`src/mspc_pkg.sv`:
```
package mspc_pkg;

    localparam int UC_STEP_W = 4;
    localparam int NUM_W     = 48;
    localparam int QUOT_W    = 16;
    localparam int MUL_A_W   = 33;
    localparam int MUL_B_W   = 17;
    localparam int PROD_W    = MUL_A_W + MUL_B_W;
    localparam int ACC_W     = PROD_W;
    localparam int DRIVE_W   = 9;
    localparam int DRIVE_MAX = 255;

    localparam logic [15:0] MS_PER_MIN = 16'd60000;
    localparam logic [14:0] SPEED_SAT  = 15'h7fff;

    typedef logic [UC_STEP_W-1:0] step_t;

    typedef enum logic [2:0] {
        REG_PROP_GAIN  = 3'd0,
        REG_INTEG_GAIN = 3'd1,
        REG_DERIV_GAIN = 3'd2,
        REG_SPEED_LIM  = 3'd3,
        REG_TICKS_TURN = 3'd4
    } reg_idx_t;

    typedef enum logic [2:0] {
        COND_NEXT,
        COND_ALWAYS,
        COND_NO_BEAT,
        COND_DT_ZERO,
        COND_DIV_BUSY,
        COND_OUT_BUSY
    } cond_t;

    typedef enum logic [3:0] {
        ACT_NONE,
        ACT_LOAD,
        ACT_DIFF,
        ACT_NUM,
        ACT_DEN,
        ACT_SPEED,
        ACT_ERR,
        ACT_SUM,
        ACT_ACC_LOAD,
        ACT_ACC_ADD,
        ACT_OUT
    } act_t;

    typedef enum logic [2:0] {
        MUL_MAG,
        MUL_DEN,
        MUL_P,
        MUL_I,
        MUL_D
    } mul_sel_t;

    typedef struct packed {
        logic     in_ready;
        act_t     act;
        mul_sel_t mul_sel;
        cond_t    cond;
        step_t    target;
    } ctrl_t;

    typedef struct packed {
        logic in_valid;
        logic dt_zero;
        logic div_busy;
        logic out_busy;
    } stat_t;

    localparam step_t STEP_WAIT     = 4'd0;
    localparam step_t STEP_DIFF     = 4'd1;
    localparam step_t STEP_MUL_MAG  = 4'd2;
    localparam step_t STEP_MUL_DEN  = 4'd3;
    localparam step_t STEP_DIV_GO   = 4'd4;
    localparam step_t STEP_DIV_WAIT = 4'd5;
    localparam step_t STEP_SPEED    = 4'd6;
    localparam step_t STEP_ERR      = 4'd7;
    localparam step_t STEP_SUM      = 4'd8;
    localparam step_t STEP_ACC_P    = 4'd9;
    localparam step_t STEP_ACC_I    = 4'd10;
    localparam step_t STEP_ACC_D    = 4'd11;
    localparam step_t STEP_OUT      = 4'd12;
    localparam step_t STEP_RETURN   = 4'd13;

    function automatic ctrl_t uc_rom(input step_t step);
        ctrl_t w;
        w = '{in_ready: 1'b0, act: ACT_NONE, mul_sel: MUL_P, cond: COND_NEXT,
              target: STEP_WAIT};
        unique case (step)
            STEP_WAIT: begin
                w.in_ready = 1'b1;
                w.act      = ACT_LOAD;
                w.cond     = COND_NO_BEAT;
                w.target   = STEP_WAIT;
            end
            STEP_DIFF: begin
                w.act    = ACT_DIFF;
                w.cond   = COND_DT_ZERO;
                w.target = STEP_ERR;
            end
            STEP_MUL_MAG: begin
                w.mul_sel = MUL_MAG;
            end
            STEP_MUL_DEN: begin
                w.act     = ACT_NUM;
                w.mul_sel = MUL_DEN;
            end
            STEP_DIV_GO: begin
                w.act = ACT_DEN;
            end
            STEP_DIV_WAIT: begin
                w.cond   = COND_DIV_BUSY;
                w.target = STEP_DIV_WAIT;
            end
            STEP_SPEED: begin
                w.act = ACT_SPEED;
            end
            STEP_ERR: begin
                w.act = ACT_ERR;
            end
            STEP_SUM: begin
                w.act     = ACT_SUM;
                w.mul_sel = MUL_P;
            end
            STEP_ACC_P: begin
                w.act     = ACT_ACC_LOAD;
                w.mul_sel = MUL_I;
            end
            STEP_ACC_I: begin
                w.act     = ACT_ACC_ADD;
                w.mul_sel = MUL_D;
            end
            STEP_ACC_D: begin
                w.act = ACT_ACC_ADD;
            end
            STEP_OUT: begin
                w.act    = ACT_OUT;
                w.cond   = COND_OUT_BUSY;
                w.target = STEP_OUT;
            end
            STEP_RETURN: begin
                w.cond   = COND_ALWAYS;
                w.target = STEP_WAIT;
            end
            default: begin
                w.cond   = COND_ALWAYS;
                w.target = STEP_WAIT;
            end
        endcase
        return w;
    endfunction

endpackage

```
`src/mspc_seq.sv`:
```
module mspc_seq (
    input  logic            aclk,
    input  logic            aresetn,
    input  mspc_pkg::stat_t stat,
    output mspc_pkg::ctrl_t ctrl
);

    mspc_pkg::step_t step_reg;
    mspc_pkg::step_t step_next;
    logic            jump;

    assign ctrl = mspc_pkg::uc_rom(step_reg);

    always_comb begin
        unique case (ctrl.cond)
            mspc_pkg::COND_NEXT:     jump = 1'b0;
            mspc_pkg::COND_ALWAYS:   jump = 1'b1;
            mspc_pkg::COND_NO_BEAT:  jump = !stat.in_valid;
            mspc_pkg::COND_DT_ZERO:  jump = stat.dt_zero;
            mspc_pkg::COND_DIV_BUSY: jump = stat.div_busy;
            mspc_pkg::COND_OUT_BUSY: jump = stat.out_busy;
            default:                 jump = 1'b1;
        endcase
    end

    always_comb begin
        if (jump) begin
            step_next = ctrl.target;
        end else begin
            step_next = step_reg + mspc_pkg::step_t'(1);
        end
    end

    always_ff @(posedge aclk) begin
        if (!aresetn) begin
            step_reg <= mspc_pkg::STEP_WAIT;
        end else begin
            step_reg <= step_next;
        end
    end

endmodule

```
`src/mspc_div.sv`:
```
module mspc_div (
    input  logic                        aclk,
    input  logic                        aresetn,
    input  logic                        start,
    input  logic [mspc_pkg::NUM_W-1:0]  num,
    input  logic [mspc_pkg::NUM_W-1:0]  den,
    output logic                        busy,
    output logic [mspc_pkg::QUOT_W-1:0] quot
);

    localparam int NUM_W  = mspc_pkg::NUM_W;
    localparam int QUOT_W = mspc_pkg::QUOT_W;
    localparam int DVS_W  = NUM_W + QUOT_W - 1;
    localparam int CNT_W  = $clog2(QUOT_W);

    logic [DVS_W-1:0]  dvs_reg;
    logic [NUM_W-1:0]  rem_reg;
    logic [QUOT_W-1:0] quot_reg;
    logic [CNT_W-1:0]  cnt_reg;
    logic              busy_reg;
    logic              ge;
    logic [NUM_W-1:0]  rem_sub;

    assign ge      = {{(QUOT_W-1){1'b0}}, rem_reg} >= dvs_reg;
    assign rem_sub = rem_reg - dvs_reg[NUM_W-1:0];
    assign busy    = busy_reg;
    assign quot    = quot_reg;

    always_ff @(posedge aclk) begin
        if (!aresetn) begin
            busy_reg <= 1'b0;
        end else if (start) begin
            busy_reg <= 1'b1;
        end else if (busy_reg && cnt_reg == '0) begin
            busy_reg <= 1'b0;
        end
    end

    always_ff @(posedge aclk) begin
        if (start) begin
            rem_reg <= num;
            dvs_reg <= {den, {(QUOT_W-1){1'b0}}};
            cnt_reg <= CNT_W'(QUOT_W - 1);
        end else if (busy_reg) begin
            if (ge) begin
                rem_reg <= rem_sub;
            end
            quot_reg <= {quot_reg[QUOT_W-2:0], ge};
            dvs_reg  <= dvs_reg >> 1;
            cnt_reg  <= cnt_reg - CNT_W'(1);
        end
    end

endmodule

```
`src/mspc_dp.sv`:
```
module mspc_dp #(
    parameter int GAIN_FRAC_BITS = 8
) (
    input  logic                               aclk,
    input  logic                               aresetn,
    input  mspc_pkg::ctrl_t                    ctrl,
    output mspc_pkg::stat_t                    stat,
    input  logic                               s_valid,
    input  logic [31:0]                        s_now_ms,
    input  logic signed [31:0]                 s_encoder_count,
    input  logic signed [15:0]                 s_target_speed,
    input  logic                               cfg_valid,
    input  logic [2:0]                         cfg_index,
    input  logic [15:0]                        cfg_data,
    input  logic                               m_ready,
    output logic                               m_valid,
    output logic signed [15:0]                 m_measured_speed,
    output logic signed [mspc_pkg::DRIVE_W-1:0] m_drive_value,
    output logic [7:0]                         m_leg_a_duty,
    output logic [7:0]                         m_leg_b_duty,
    output logic                               div_start,
    output logic [mspc_pkg::NUM_W-1:0]         div_num,
    output logic [mspc_pkg::NUM_W-1:0]         div_den,
    input  logic                               div_busy,
    input  logic [mspc_pkg::QUOT_W-1:0]        div_quot
);

    localparam int NUM_W   = mspc_pkg::NUM_W;
    localparam int ACC_W   = mspc_pkg::ACC_W;
    localparam int PROD_W  = mspc_pkg::PROD_W;
    localparam int DRIVE_W = mspc_pkg::DRIVE_W;
    localparam logic signed [ACC_W-1:0] DRV_HI = ACC_W'(mspc_pkg::DRIVE_MAX);
    localparam logic signed [ACC_W-1:0] DRV_LO = -DRV_HI;
    localparam logic [ACC_W-1:0] FRAC_MASK = (ACC_W'(1) << GAIN_FRAC_BITS) - ACC_W'(1);

    logic signed [15:0] prop_gain_reg;
    logic signed [15:0] integ_gain_reg;
    logic signed [15:0] deriv_gain_reg;
    logic [14:0]        speed_limit_reg;
    logic [15:0]        ticks_turn_reg;

    logic [31:0]        last_time_reg;
    logic [31:0]        last_count_reg;
    logic [15:0]        speed_reg;
    logic [31:0]        error_sum_reg;
    logic [16:0]        last_error_reg;

    logic [31:0]        now_reg;
    logic [31:0]        count_reg;
    logic [15:0]        target_reg;
    logic [31:0]        dt_reg;
    logic [31:0]        mag_reg;
    logic               neg_reg;
    logic [NUM_W-1:0]   num_reg;
    logic [16:0]        err_reg;
    logic [17:0]        derr_reg;
    logic signed [PROD_W-1:0] mul_reg;
    logic signed [ACC_W-1:0]  acc_reg;

    logic               m_valid_reg;
    logic [15:0]        speed_out_reg;
    logic [DRIVE_W-1:0] drive_out_reg;
    logic [7:0]         leg_a_reg;
    logic [7:0]         leg_b_reg;

    logic [31:0]        dt_now;
    logic [32:0]        delta;
    logic [31:0]        mag_now;
    logic [15:0]        ticks_eff;
    logic signed [mspc_pkg::MUL_A_W-1:0] mul_a;
    logic signed [mspc_pkg::MUL_B_W-1:0] mul_b;
    logic signed [PROD_W-1:0] product;
    logic [14:0]        q_mag;
    logic [15:0]        speed_now;
    logic signed [16:0] tgt_ext;
    logic signed [16:0] lim_pos;
    logic signed [16:0] lim_neg;
    logic signed [16:0] tgt_clamp;
    logic [16:0]        err_now;
    logic [32:0]        sum_wide;
    logic [31:0]        sum_sat;
    logic [17:0]        derr_now;
    logic signed [ACC_W-1:0] acc_biased;
    logic signed [ACC_W-1:0] acc_shr;
    logic [DRIVE_W-1:0] drive_now;
    logic [7:0]         leg_a_now;
    logic [7:0]         leg_b_now;
    logic               out_busy;
    logic               out_load;

    assign dt_now    = now_reg - last_time_reg;
    assign delta     = {count_reg[31], count_reg} - {last_count_reg[31], last_count_reg};
    assign mag_now   = delta[32] ? 32'(-delta) : delta[31:0];
    assign ticks_eff = (ticks_turn_reg == '0) ? 16'd1 : ticks_turn_reg;

    always_comb begin
        unique case (ctrl.mul_sel)
            mspc_pkg::MUL_MAG: begin
                mul_a = {1'b0, mag_reg};
                mul_b = {1'b0, mspc_pkg::MS_PER_MIN};
            end
            mspc_pkg::MUL_DEN: begin
                mul_a = {1'b0, dt_reg};
                mul_b = {1'b0, ticks_eff};
            end
            mspc_pkg::MUL_P: begin
                mul_a = {{16{err_reg[16]}}, err_reg};
                mul_b = {prop_gain_reg[15], prop_gain_reg};
            end
            mspc_pkg::MUL_I: begin
                mul_a = {error_sum_reg[31], error_sum_reg};
                mul_b = {integ_gain_reg[15], integ_gain_reg};
            end
            mspc_pkg::MUL_D: begin
                mul_a = {{15{derr_reg[17]}}, derr_reg};
                mul_b = {deriv_gain_reg[15], deriv_gain_reg};
            end
            default: begin
                mul_a = '0;
                mul_b = '0;
            end
        endcase
    end

    assign product = mul_a * mul_b;

    assign q_mag     = div_quot[mspc_pkg::QUOT_W-1] ? mspc_pkg::SPEED_SAT : div_quot[14:0];
    assign speed_now = neg_reg ? 16'(-{1'b0, q_mag}) : {1'b0, q_mag};

    assign tgt_ext = {target_reg[15], target_reg};
    assign lim_pos = $signed({2'b00, speed_limit_reg});
    assign lim_neg = -lim_pos;

    always_comb begin
        if (tgt_ext > lim_pos) begin
            tgt_clamp = lim_pos;
        end else if (tgt_ext < lim_neg) begin
            tgt_clamp = lim_neg;
        end else begin
            tgt_clamp = tgt_ext;
        end
    end

    assign err_now  = tgt_clamp - {speed_reg[15], speed_reg};
    assign sum_wide = {error_sum_reg[31], error_sum_reg} + {{16{err_reg[16]}}, err_reg};

    always_comb begin
        if (err_reg == '0) begin
            sum_sat = '0;
        end else if (sum_wide[32] != sum_wide[31]) begin
            sum_sat = sum_wide[32] ? 32'h8000_0000 : 32'h7fff_ffff;
        end else begin
            sum_sat = sum_wide[31:0];
        end
    end

    assign derr_now = {err_reg[16], err_reg} - {last_error_reg[16], last_error_reg};

    assign acc_biased = acc_reg + $signed(acc_reg[ACC_W-1] ? FRAC_MASK : '0);
    assign acc_shr    = acc_biased >>> GAIN_FRAC_BITS;

    always_comb begin
        if (acc_shr > DRV_HI) begin
            drive_now = DRIVE_W'(DRV_HI);
        end else if (acc_shr < DRV_LO) begin
            drive_now = DRIVE_W'(DRV_LO);
        end else begin
            drive_now = acc_shr[DRIVE_W-1:0];
        end
    end

    always_comb begin
        leg_a_now = '0;
        leg_b_now = '0;
        if (drive_now[DRIVE_W-1]) begin
            leg_a_now = 8'(-drive_now);
        end else begin
            leg_b_now = drive_now[7:0];
        end
    end

    assign out_busy = m_valid_reg && !m_ready;
    assign out_load = (ctrl.act == mspc_pkg::ACT_OUT) && !out_busy;

    assign stat.in_valid = s_valid;
    assign stat.dt_zero  = (dt_now == '0);
    assign stat.div_busy = div_busy;
    assign stat.out_busy = out_busy;

    assign div_start = (ctrl.act == mspc_pkg::ACT_DEN);
    assign div_num   = num_reg;
    assign div_den   = mul_reg[NUM_W-1:0];

    always_ff @(posedge aclk) begin
        if (!aresetn) begin
            prop_gain_reg   <= '0;
            integ_gain_reg  <= '0;
            deriv_gain_reg  <= '0;
            speed_limit_reg <= 15'd330;
            ticks_turn_reg  <= 16'd1;
            last_time_reg   <= '0;
            last_count_reg  <= '0;
            speed_reg       <= '0;
            error_sum_reg   <= '0;
            last_error_reg  <= '0;
            m_valid_reg     <= 1'b0;
        end else begin
            if (cfg_valid) begin
                case (cfg_index)
                    mspc_pkg::REG_PROP_GAIN:  prop_gain_reg   <= cfg_data;
                    mspc_pkg::REG_INTEG_GAIN: integ_gain_reg  <= cfg_data;
                    mspc_pkg::REG_DERIV_GAIN: deriv_gain_reg  <= cfg_data;
                    mspc_pkg::REG_SPEED_LIM:  speed_limit_reg <= cfg_data[14:0];
                    mspc_pkg::REG_TICKS_TURN: ticks_turn_reg  <= cfg_data;
                    default: ;
                endcase
            end
            unique case (ctrl.act)
                mspc_pkg::ACT_DIFF: begin
                    last_time_reg  <= now_reg;
                    last_count_reg <= count_reg;
                end
                mspc_pkg::ACT_SPEED: begin
                    speed_reg <= speed_now;
                end
                mspc_pkg::ACT_SUM: begin
                    error_sum_reg  <= sum_sat;
                    last_error_reg <= err_reg;
                end
                default: ;
            endcase
            if (out_load) begin
                m_valid_reg <= 1'b1;
            end else if (m_ready) begin
                m_valid_reg <= 1'b0;
            end
        end
    end

    always_ff @(posedge aclk) begin
        mul_reg <= product;
        unique case (ctrl.act)
            mspc_pkg::ACT_LOAD: begin
                if (s_valid) begin
                    now_reg    <= s_now_ms;
                    count_reg  <= s_encoder_count;
                    target_reg <= s_target_speed;
                end
            end
            mspc_pkg::ACT_DIFF: begin
                dt_reg  <= dt_now;
                mag_reg <= mag_now;
                neg_reg <= delta[32];
            end
            mspc_pkg::ACT_NUM:      num_reg  <= mul_reg[NUM_W-1:0];
            mspc_pkg::ACT_ERR:      err_reg  <= err_now;
            mspc_pkg::ACT_SUM:      derr_reg <= derr_now;
            mspc_pkg::ACT_ACC_LOAD: acc_reg  <= mul_reg;
            mspc_pkg::ACT_ACC_ADD:  acc_reg  <= acc_reg + mul_reg;
            default: ;
        endcase
        if (out_load) begin
            speed_out_reg <= speed_reg;
            drive_out_reg <= drive_now;
            leg_a_reg     <= leg_a_now;
            leg_b_reg     <= leg_b_now;
        end
    end

    assign m_valid          = m_valid_reg;
    assign m_measured_speed = speed_out_reg;
    assign m_drive_value    = drive_out_reg;
    assign m_leg_a_duty     = leg_a_reg;
    assign m_leg_b_duty     = leg_b_reg;

    a_drive_range: assert property (@(posedge aclk) disable iff (!aresetn)
        m_valid_reg |-> drive_out_reg != {1'b1, {(DRIVE_W-1){1'b0}}})
        else $error("drive value outside the clamp range");

    a_leg_split: assert property (@(posedge aclk) disable iff (!aresetn)
        m_valid_reg |-> ((drive_out_reg[DRIVE_W-1] && leg_b_reg == 8'd0
                          && 8'(leg_a_reg + drive_out_reg[7:0]) == 8'd0)
                      || (!drive_out_reg[DRIVE_W-1] && leg_a_reg == 8'd0
                          && leg_b_reg == drive_out_reg[7:0])))
        else $error("leg duties do not match drive value");

    a_speed_sat: assert property (@(posedge aclk) disable iff (!aresetn)
        m_valid_reg |-> speed_out_reg != 16'h8000)
        else $error("measured speed escaped saturation");

    a_sum_clear: assert property (@(posedge aclk) disable iff (!aresetn)
        (ctrl.act == mspc_pkg::ACT_SUM && err_reg == '0) |=> error_sum_reg == '0)
        else $error("error sum not cleared on zero error");

    a_div_idle: assert property (@(posedge aclk) disable iff (!aresetn)
        div_start |-> !div_busy)
        else $error("divider started while busy");

endmodule

```
`src/motor_speed_pid_controller.sv`:
```
// Channel  Handshake              Payload
// s_       s_valid / s_ready      s_now_ms, s_encoder_count, s_target_speed
// m_       m_valid / m_ready      m_measured_speed, m_drive_value, m_leg_a_duty, m_leg_b_duty
// cfg_     cfg_valid / cfg_ready  cfg_index, cfg_data
//
// One item at a time: s_ready is high only while the program waits for a beat. When the
// timestamp has not moved since the last beat, the speed steps are skipped. The divider
// runs a 16-step quotient loop; the shared 33x17 multiplier forms up to five products per item.
// Reset (aresetn low, synchronous) restores gains, limit, tick count and loop state.
// A stalled result register holds the program at its output step.
// cfg_ready is always high.
module motor_speed_pid_controller #(
    parameter int GAIN_FRAC_BITS = 8
) (
    input  logic               aclk,
    input  logic               aresetn,
    input  logic               s_valid,
    output logic               s_ready,
    input  logic [31:0]        s_now_ms,
    input  logic signed [31:0] s_encoder_count,
    input  logic signed [15:0] s_target_speed,
    output logic               m_valid,
    input  logic               m_ready,
    output logic signed [15:0] m_measured_speed,
    output logic signed [8:0]  m_drive_value,
    output logic [7:0]         m_leg_a_duty,
    output logic [7:0]         m_leg_b_duty,
    input  logic               cfg_valid,
    output logic               cfg_ready,
    input  logic [2:0]         cfg_index,
    input  logic [15:0]        cfg_data
);

    mspc_pkg::ctrl_t                    ctrl;
    mspc_pkg::stat_t                    stat;
    logic                               div_start;
    logic [mspc_pkg::NUM_W-1:0]         div_num;
    logic [mspc_pkg::NUM_W-1:0]         div_den;
    logic                               div_busy;
    logic [mspc_pkg::QUOT_W-1:0]        div_quot;

    assign s_ready   = ctrl.in_ready;
    assign cfg_ready = 1'b1;

    mspc_seq u_seq (
        .aclk    (aclk),
        .aresetn (aresetn),
        .stat    (stat),
        .ctrl    (ctrl)
    );

    mspc_div u_div (
        .aclk    (aclk),
        .aresetn (aresetn),
        .start   (div_start),
        .num     (div_num),
        .den     (div_den),
        .busy    (div_busy),
        .quot    (div_quot)
    );

    mspc_dp #(
        .GAIN_FRAC_BITS (GAIN_FRAC_BITS)
    ) u_dp (
        .aclk             (aclk),
        .aresetn          (aresetn),
        .ctrl             (ctrl),
        .stat             (stat),
        .s_valid          (s_valid),
        .s_now_ms         (s_now_ms),
        .s_encoder_count  (s_encoder_count),
        .s_target_speed   (s_target_speed),
        .cfg_valid        (cfg_valid),
        .cfg_index        (cfg_index),
        .cfg_data         (cfg_data),
        .m_ready          (m_ready),
        .m_valid          (m_valid),
        .m_measured_speed (m_measured_speed),
        .m_drive_value    (m_drive_value),
        .m_leg_a_duty     (m_leg_a_duty),
        .m_leg_b_duty     (m_leg_b_duty),
        .div_start        (div_start),
        .div_num          (div_num),
        .div_den          (div_den),
        .div_busy         (div_busy),
        .div_quot         (div_quot)
    );

endmodule
```
`config.mk`:
```
export PLATFORM = sky130hd
export DESIGN_NAME = motor_speed_pid_controller
export DESIGN_NICKNAME = d
export VERILOG_FILES = /design/src/mspc_pkg.sv /design/src/mspc_seq.sv /design/src/mspc_div.sv /design/src/mspc_dp.sv /design/src/motor_speed_pid_controller.sv
export SDC_FILE = /design/constraint.sdc
export NUM_CORES = 2
export LEC_CHECK = 0
export ABC_AREA = 0
export BUFFER_PORTS_ARGS = -buffer_cell sky130_fd_sc_hd__buf_2
export CORE_ASPECT_RATIO = 2
export CORE_MARGIN = 2
export CORE_UTILIZATION = 50
export DETAILED_ROUTE_END_ITERATION = 16
export PLACE_DENSITY = 0.63
export RECOVER_POWER = 50
export SETUP_SLACK_MARGIN = 0.02
export SYNTH_ARGS = -nofsm -noshare
export SYNTH_HDL_FRONTEND = slang
export SYNTH_SLANG_ARGS = --single-unit
```
`constraint.sdc`:
```
create_clock -name aclk -period 11.3 [get_ports aclk]
set_clock_uncertainty 0.05 [all_clocks]
set_input_delay 0 -clock aclk [delete_from_list [all_inputs] [get_ports aclk]]
set_output_delay 0 -clock aclk [all_outputs]
set_load 0.05 [all_outputs]
```
# Yosys cells after proc, flatten, opt, wreduce, memory -nomap -nowiden
# Cells that the tools add are included.
[classes] n_eq_ne=35 magnitude_cmp=5 addsub=14 muxes=30 bitwise=1 reduce_logical=29 multipliers=1
[op_table] cell="33-bit case mux with 5 select lines" n=1
[op_table] cell="48-bit two-way mux" n=3
[op_table] cell="32-bit two-way mux" n=4
[op_table] cell="63-bit two-way mux" n=2
[op_table] cell="50-bit case mux with 2 select lines" n=1
[op_table] cell="17-bit case mux with 5 select lines" n=1
[op_table] cell="48-bit by 63-bit >= comparator with 1-bit output" n=1
[op_table] cell="50-bit adder" n=1
[op_table] cell="50-bit by 9-bit adder with 50-bit output" n=1
[op_table] cell="33-bit by 17-bit multiplier with 50-bit output" n=1
[op_table] cell="48-bit subtractor" n=1
[op_table] cell="42-bit by 9-bit greater-than comparator with 1-bit output (second input constant)" n=1
[op_table] cell="42-bit by 9-bit < comparator with 1-bit output (second input constant)" n=1
[op_table] cell="4-bit case mux with 10 select lines" n=1
[op_table] cell="7-bit case mux with 5 select lines" n=1
[op_table] cell="17-bit two-way mux" n=2
[op_table] cell="32-bit by 17-bit adder with 33-bit output" n=1
[op_table] cell="32-bit by 32-bit subtractor with 33-bit output" n=1
[op_table] cell="4-bit by 3-bit equality test with 1-bit output (second input constant)" n=8
[op_table] cell="4-bit equality test (second input constant)" n=8
[op_table] cell="32-bit zero test" n=1
[op_table] cell="16-bit two-way mux" n=2
[op_table] cell="32-bit negator" n=1
[op_table] cell="32-bit subtractor" n=1
[op_table] cell="other kinds (33)" n=69
[word_totals] inputBits=104 out_inout_bits=44 ff_bits=714 word_cells=148

# Depth between registers and ports, before layout
[depth] depth_word=6 depth_mapped=36 depth_no_buf=35

# Modules after synthesis
# Synthesis repeated with hierarchy kept, for this count alone.
[unflattened] hier_cells=6625 hier_area_um2=60885.9
[modules_own_cells] mod="mspc_dp" area_each_um2=52132.5 instances=1 seq_area_each_um2=14764.2 cells_per_inst=5724
[modules_own_cells] mod="mspc_div" area_each_um2=8210.4 instances=1 seq_area_each_um2=3763.6 cells_per_inst=832
[modules_own_cells] mod="mspc_seq" area_each_um2=531.8 instances=1 seq_area_each_um2=80.1 cells_per_inst=67
[modules_own_cells] mod="motor_speed_pid_controller" area_each_um2=11.3 instances=1 seq_area_each_um2=0.0 cells_per_inst=2

# Worst setup path after synthesis
# OpenSTA, ideal clock, no wires.
[synth_timing] kind="register -> register" start="register u_seq.step_reg[1]" end="register u_dp.mul_reg[49]" path_buffers=4 t_required_ns=11.129 path_slack_ns=2.890 arrival_time_ns=8.239 path_stages_with_launch=35 setup_time_ns=0.121 period_less_slack_ns=8.410 cell_sequence="dfxtp_1 > inv_1 > ha_1 > inv_1 > a21oi_1 > o21bai_1 > clkbuf_1 > buf_1 > nand2_1 > nand2_1 > clkbuf_1 > nand2_1 > fa_1 > inv_1 > fa_1 > inv_1 > fa_1 > inv_1 > fa_1 > fa_1 > inv_1 > fa_1 > inv_1 > ha_1 > clkbuf_1 > o21ai_0 > a21oi_1 > a21oi_1 > or3_1 > o311a_1 > o31ai_1 > a41oi_1 > o31ai_1 > a21oi_1 > xnor2_1"
[synth_via] elab_chain_cells=5 word_cells_on_any_way=13 classes_between="1 x mul; 8 x eq/ne; 3 x mux; 1 x reduce/logical"
[synth_rtl] element="from (decl)" line_no="mspc_seq.sv:8" source="mspc_pkg::step_t step_reg;"
[synth_rtl] element="from (signal assigned)" line_no="mspc_seq.sv:36" source="step_reg <= mspc_pkg::STEP_WAIT;"
[synth_rtl] element="from (signal assigned)" line_no="mspc_seq.sv:38" source="step_reg <= step_next;"
[synth_rtl] element="4-bit equality test or 4-bit by 2-bit equality test with 1-bit output (tied branches)" line_no="mspc_pkg.sv:91" source="unique case (step)"
[synth_rtl] element="3-bit case mux with 4 select lines (*)" line_no="mspc_pkg.sv:91"
[synth_rtl] element="3-bit equality test (tied with other cells)" line_no="mspc_dp.sv:97" source="unique case (ctrl.mul_sel)"
[synth_rtl] element="33-bit case mux with 5 select lines or 17-bit case mux with 5 select lines (tied branches)" line_no="mspc_dp.sv:97"
[synth_rtl] element="33-bit by 17-bit multiplier with 50-bit output (*)" line_no="mspc_dp.sv:125" source="assign product = mul_a * mul_b;"
[synth_rtl] element="named net u_dp.product[49]" line_no="mspc_dp.sv:72" source="logic signed [PROD_W-1:0] product;"
[synth_rtl] element="to (signal assigned)" line_no="mspc_dp.sv:241" source="mul_reg <= product;"
[synth_rtl] element="to (decl)" line_no="mspc_dp.sv:57" source="logic signed [PROD_W-1:0] mul_reg;"
# The timed path passes the listed nets; every way through them passes the cells marked *.
# A chain may end at the register's enable or synchronous reset.

# Worst setup path after layout
[layout_timing] start="register u_seq.step_reg[2]" end="register u_dp.mul_reg[49]"
# The elaborated chain is that of the path after synthesis.

==> out/results.tsv <==
metric	value	unit
status	finished, violations left	
failing checks	max-capacitance violations, max-slew violations	
fin nets	7814	
number of buffers created by CTS	72	
Max clock buf depth	3	
Yosys cell types	103	
Yosys Warn Count	0	
# fillers	10812	
GPL Wtd Cong	1.05	
vias in the first global route	51029	
Final Critical Period	10.09	ns
flip-flop and latch area	18600	µm²
Critical Path Max Stage Delay	0.76	ns
dpl hpwl	154000	µm
Req. time, crit path	11.82	ns
register area share after synthesis	0.312	
commonest non-fill, non-tap cell in the layout	nand2_1	
Pleak	28.8	nW
# Post-CTS Setup Buffers	0	
largest net degree at the start of global routing	98	
Max Used Layer	met4	
Post-synth ARST share	0	
final hold vios	0	
cell row count	179	
Post-Syn Nets	7602	
die area	122000	µm²
mapped cell area	59700	µm²
Setup Crit Path Kind	reg -> reg	
Max rail drop VDD	226	µV
Finished Layout Cells	8378	
Routed Antenna Nets	0	
top post-synthesis cells by area	edfxtp_1, fa_1, dfxtp_1	
RSZ-0062 raised after global routing	false	
PwrDens	244	nW/µm²
htree depth	3	
Max stage delay cell, worst path	a222oi_1	
Met2 Routed Length	104000	µm
EDFF count, synth	431	
die height	493	µm
top cell type's share of synthesized area	0.217	
Multi-input gate area	36900	µm²
TritonCTS clock tree	yes	
metal3 WL	9120	µm
highest-count cells in the layout ignoring fill and taps	nand2_1, inv_1, nor2_1	
setup TNS	0	ns
# port buffers	146	
dpl cells	8053	
vias	48305	
first-pass GRT wire length	295000	µm
Worst Path Arrival	10.62	ns
flops & latches, synth	714	
CORE AREA	119000	µm²
Clk pin slew, worst setup/hold paths	0.07	ns
Mapped Cells	6565	
IO Pins	148	
Remaining DRCs	0	
syn_area_per_cell	9.09	µm²
most used cell, CP	fa_1	
drt first pass iters	6	
Initial Utilization	0.503	
Total GRT Usage	0.325	
Root Driver	clkbuf_16	
Sink Count	714	
Final setup viols	0	
share of cells above drive strength 1	0.0508	
total congestion overflow	0	
Primary FF master, synth	edfxtp_1	
DRT Wirelength	196000	µm
Max Slew Vio Count	592	
antenna violations before repair	3	
max_slew headroom	-1.41	
worst-margin pin slew	3.61	ns
max reg flops	63	
CP max FO	27	
Area Growth Syn to Fin	11.1	%
Crit. End Element	flop	
Initial DRC Count	2507	
biggest area consumer among synthesized cells	edfxtp_1	
WL per Instance	23.3	µm
Hold Crit Class	in -> reg	
number of max-cap violations	10	
Metal-1 WL	58800	µm
f_max	99.1	MHz
post-route clock period utilization	0.893	
Avg Vias per Cell	5.77	
Horiz. Die Dim	248	µm
CP Launch Type	flop	
worst skew pair latency	0.72	ns
critical path: cells and delay by family (launching register included):
kind	cells	cell delay, ns
buf+inv	4	0.45
simple gates	8	2.33
xor+xnor	1	0.12
compound gates	9	2.85
fa+ha+maj	7	3.41
flops	1	0.71
logic make-up (layout without fill, tap and decap cells):
family | after synthesis | in the layout | share of synthesized area
adders and majority gates | 933 | 933 | 0.264
xor gates and xnor gates | 305 | 305 | 0.0447
and+or+nand+nor | 2168 | 2168 | 0.160
AOI/OAI and AO/OA | 1276 | 1276 | 0.142
DFF | 714 | 714 | 0.312
buffers and inverters | 1135 | 1407 | 0.0716
muxes | 33 | 33 | 0.00564
other | 1 | 4 | 0.0000628
where the power goes:
part / switching [mW] / internal, mW
sequential: 0.473 / 3.66
clock: 1.14 / 1.53
combinational: 5.96 / 3.42
total: 7.57 / 8.60
Yosys cell counts (57+ instances only):
master,instances
o21ai_0,225
nand4_1,57
a21o_1,132
nor2b_1,57
dfxtp_1,283
a21boi_0,187
xnor2_1,201
xor2_1,104
clkbuf_1,235
fa_1,543
nand2_1,1014
a21oi_1,315
nor2_1,582
inv_1,869
nand3_1,143
edfxtp_1,431
ha_1,390
path summary, 6_finish.rpt:
path / start / endpoint / slack [ns] / cells past startpoint
worst min-delay path: cfg_valid / u_dp.ticks_turn_reg[14] / 0.05 / 4
worst max-delay path: u_seq.step_reg[2] / u_dp.mul_reg[49] / 1.21 / 29
worst min register to register: u_dp.speed_reg[9] / u_dp.m_measured_speed[9] / 0.41 / 0
worst max register to register: u_seq.step_reg[2] / u_dp.mul_reg[49] / 1.21 / 29
layer usage:
metal	GRT usage	vias up
met1	0.286	23552
met5	0	-
met2	0.602	1666
li1	-	22272
met3	0.0515	815
met4	0.322	0
timing repair:
| action | 4_1_cts | 5_1_grt |
|---|---|---|
| hold buffers | 186 | 0 |
| resized for setup | 0 | 0 |
| endpoints found under the hold margin | 207 | 0 |
layout make-up:
type	instances	area share
multi-input cells	4716	0.556
flip-flops and latches	714	0.280
inverters	871	0.0493
repair buffers	402	0.0456
clock buffers	97	0.0320
well taps	1538	0.0290
clock inverters	37	0.00766
diodes	3	0.000113
stage by stage:
step                      cell area [µm²]  power [mW]  setup slack (ns)  utilization  hold WS [ns]
after floorplan                     59700        10.5              2.89            -        0.0489
final                               66400        16.2              1.21        0.559        0.0476
after detailed placement            62000        13.4              1.37        0.522         0.128
after CTS                           66500        16.2              1.34        0.560       0.00279
after global placement              62000        13.3              1.48        0.522         0.126
after global routing                66300        17.4             0.809        0.559        0.0438
(Power assumes the default switching activity.)
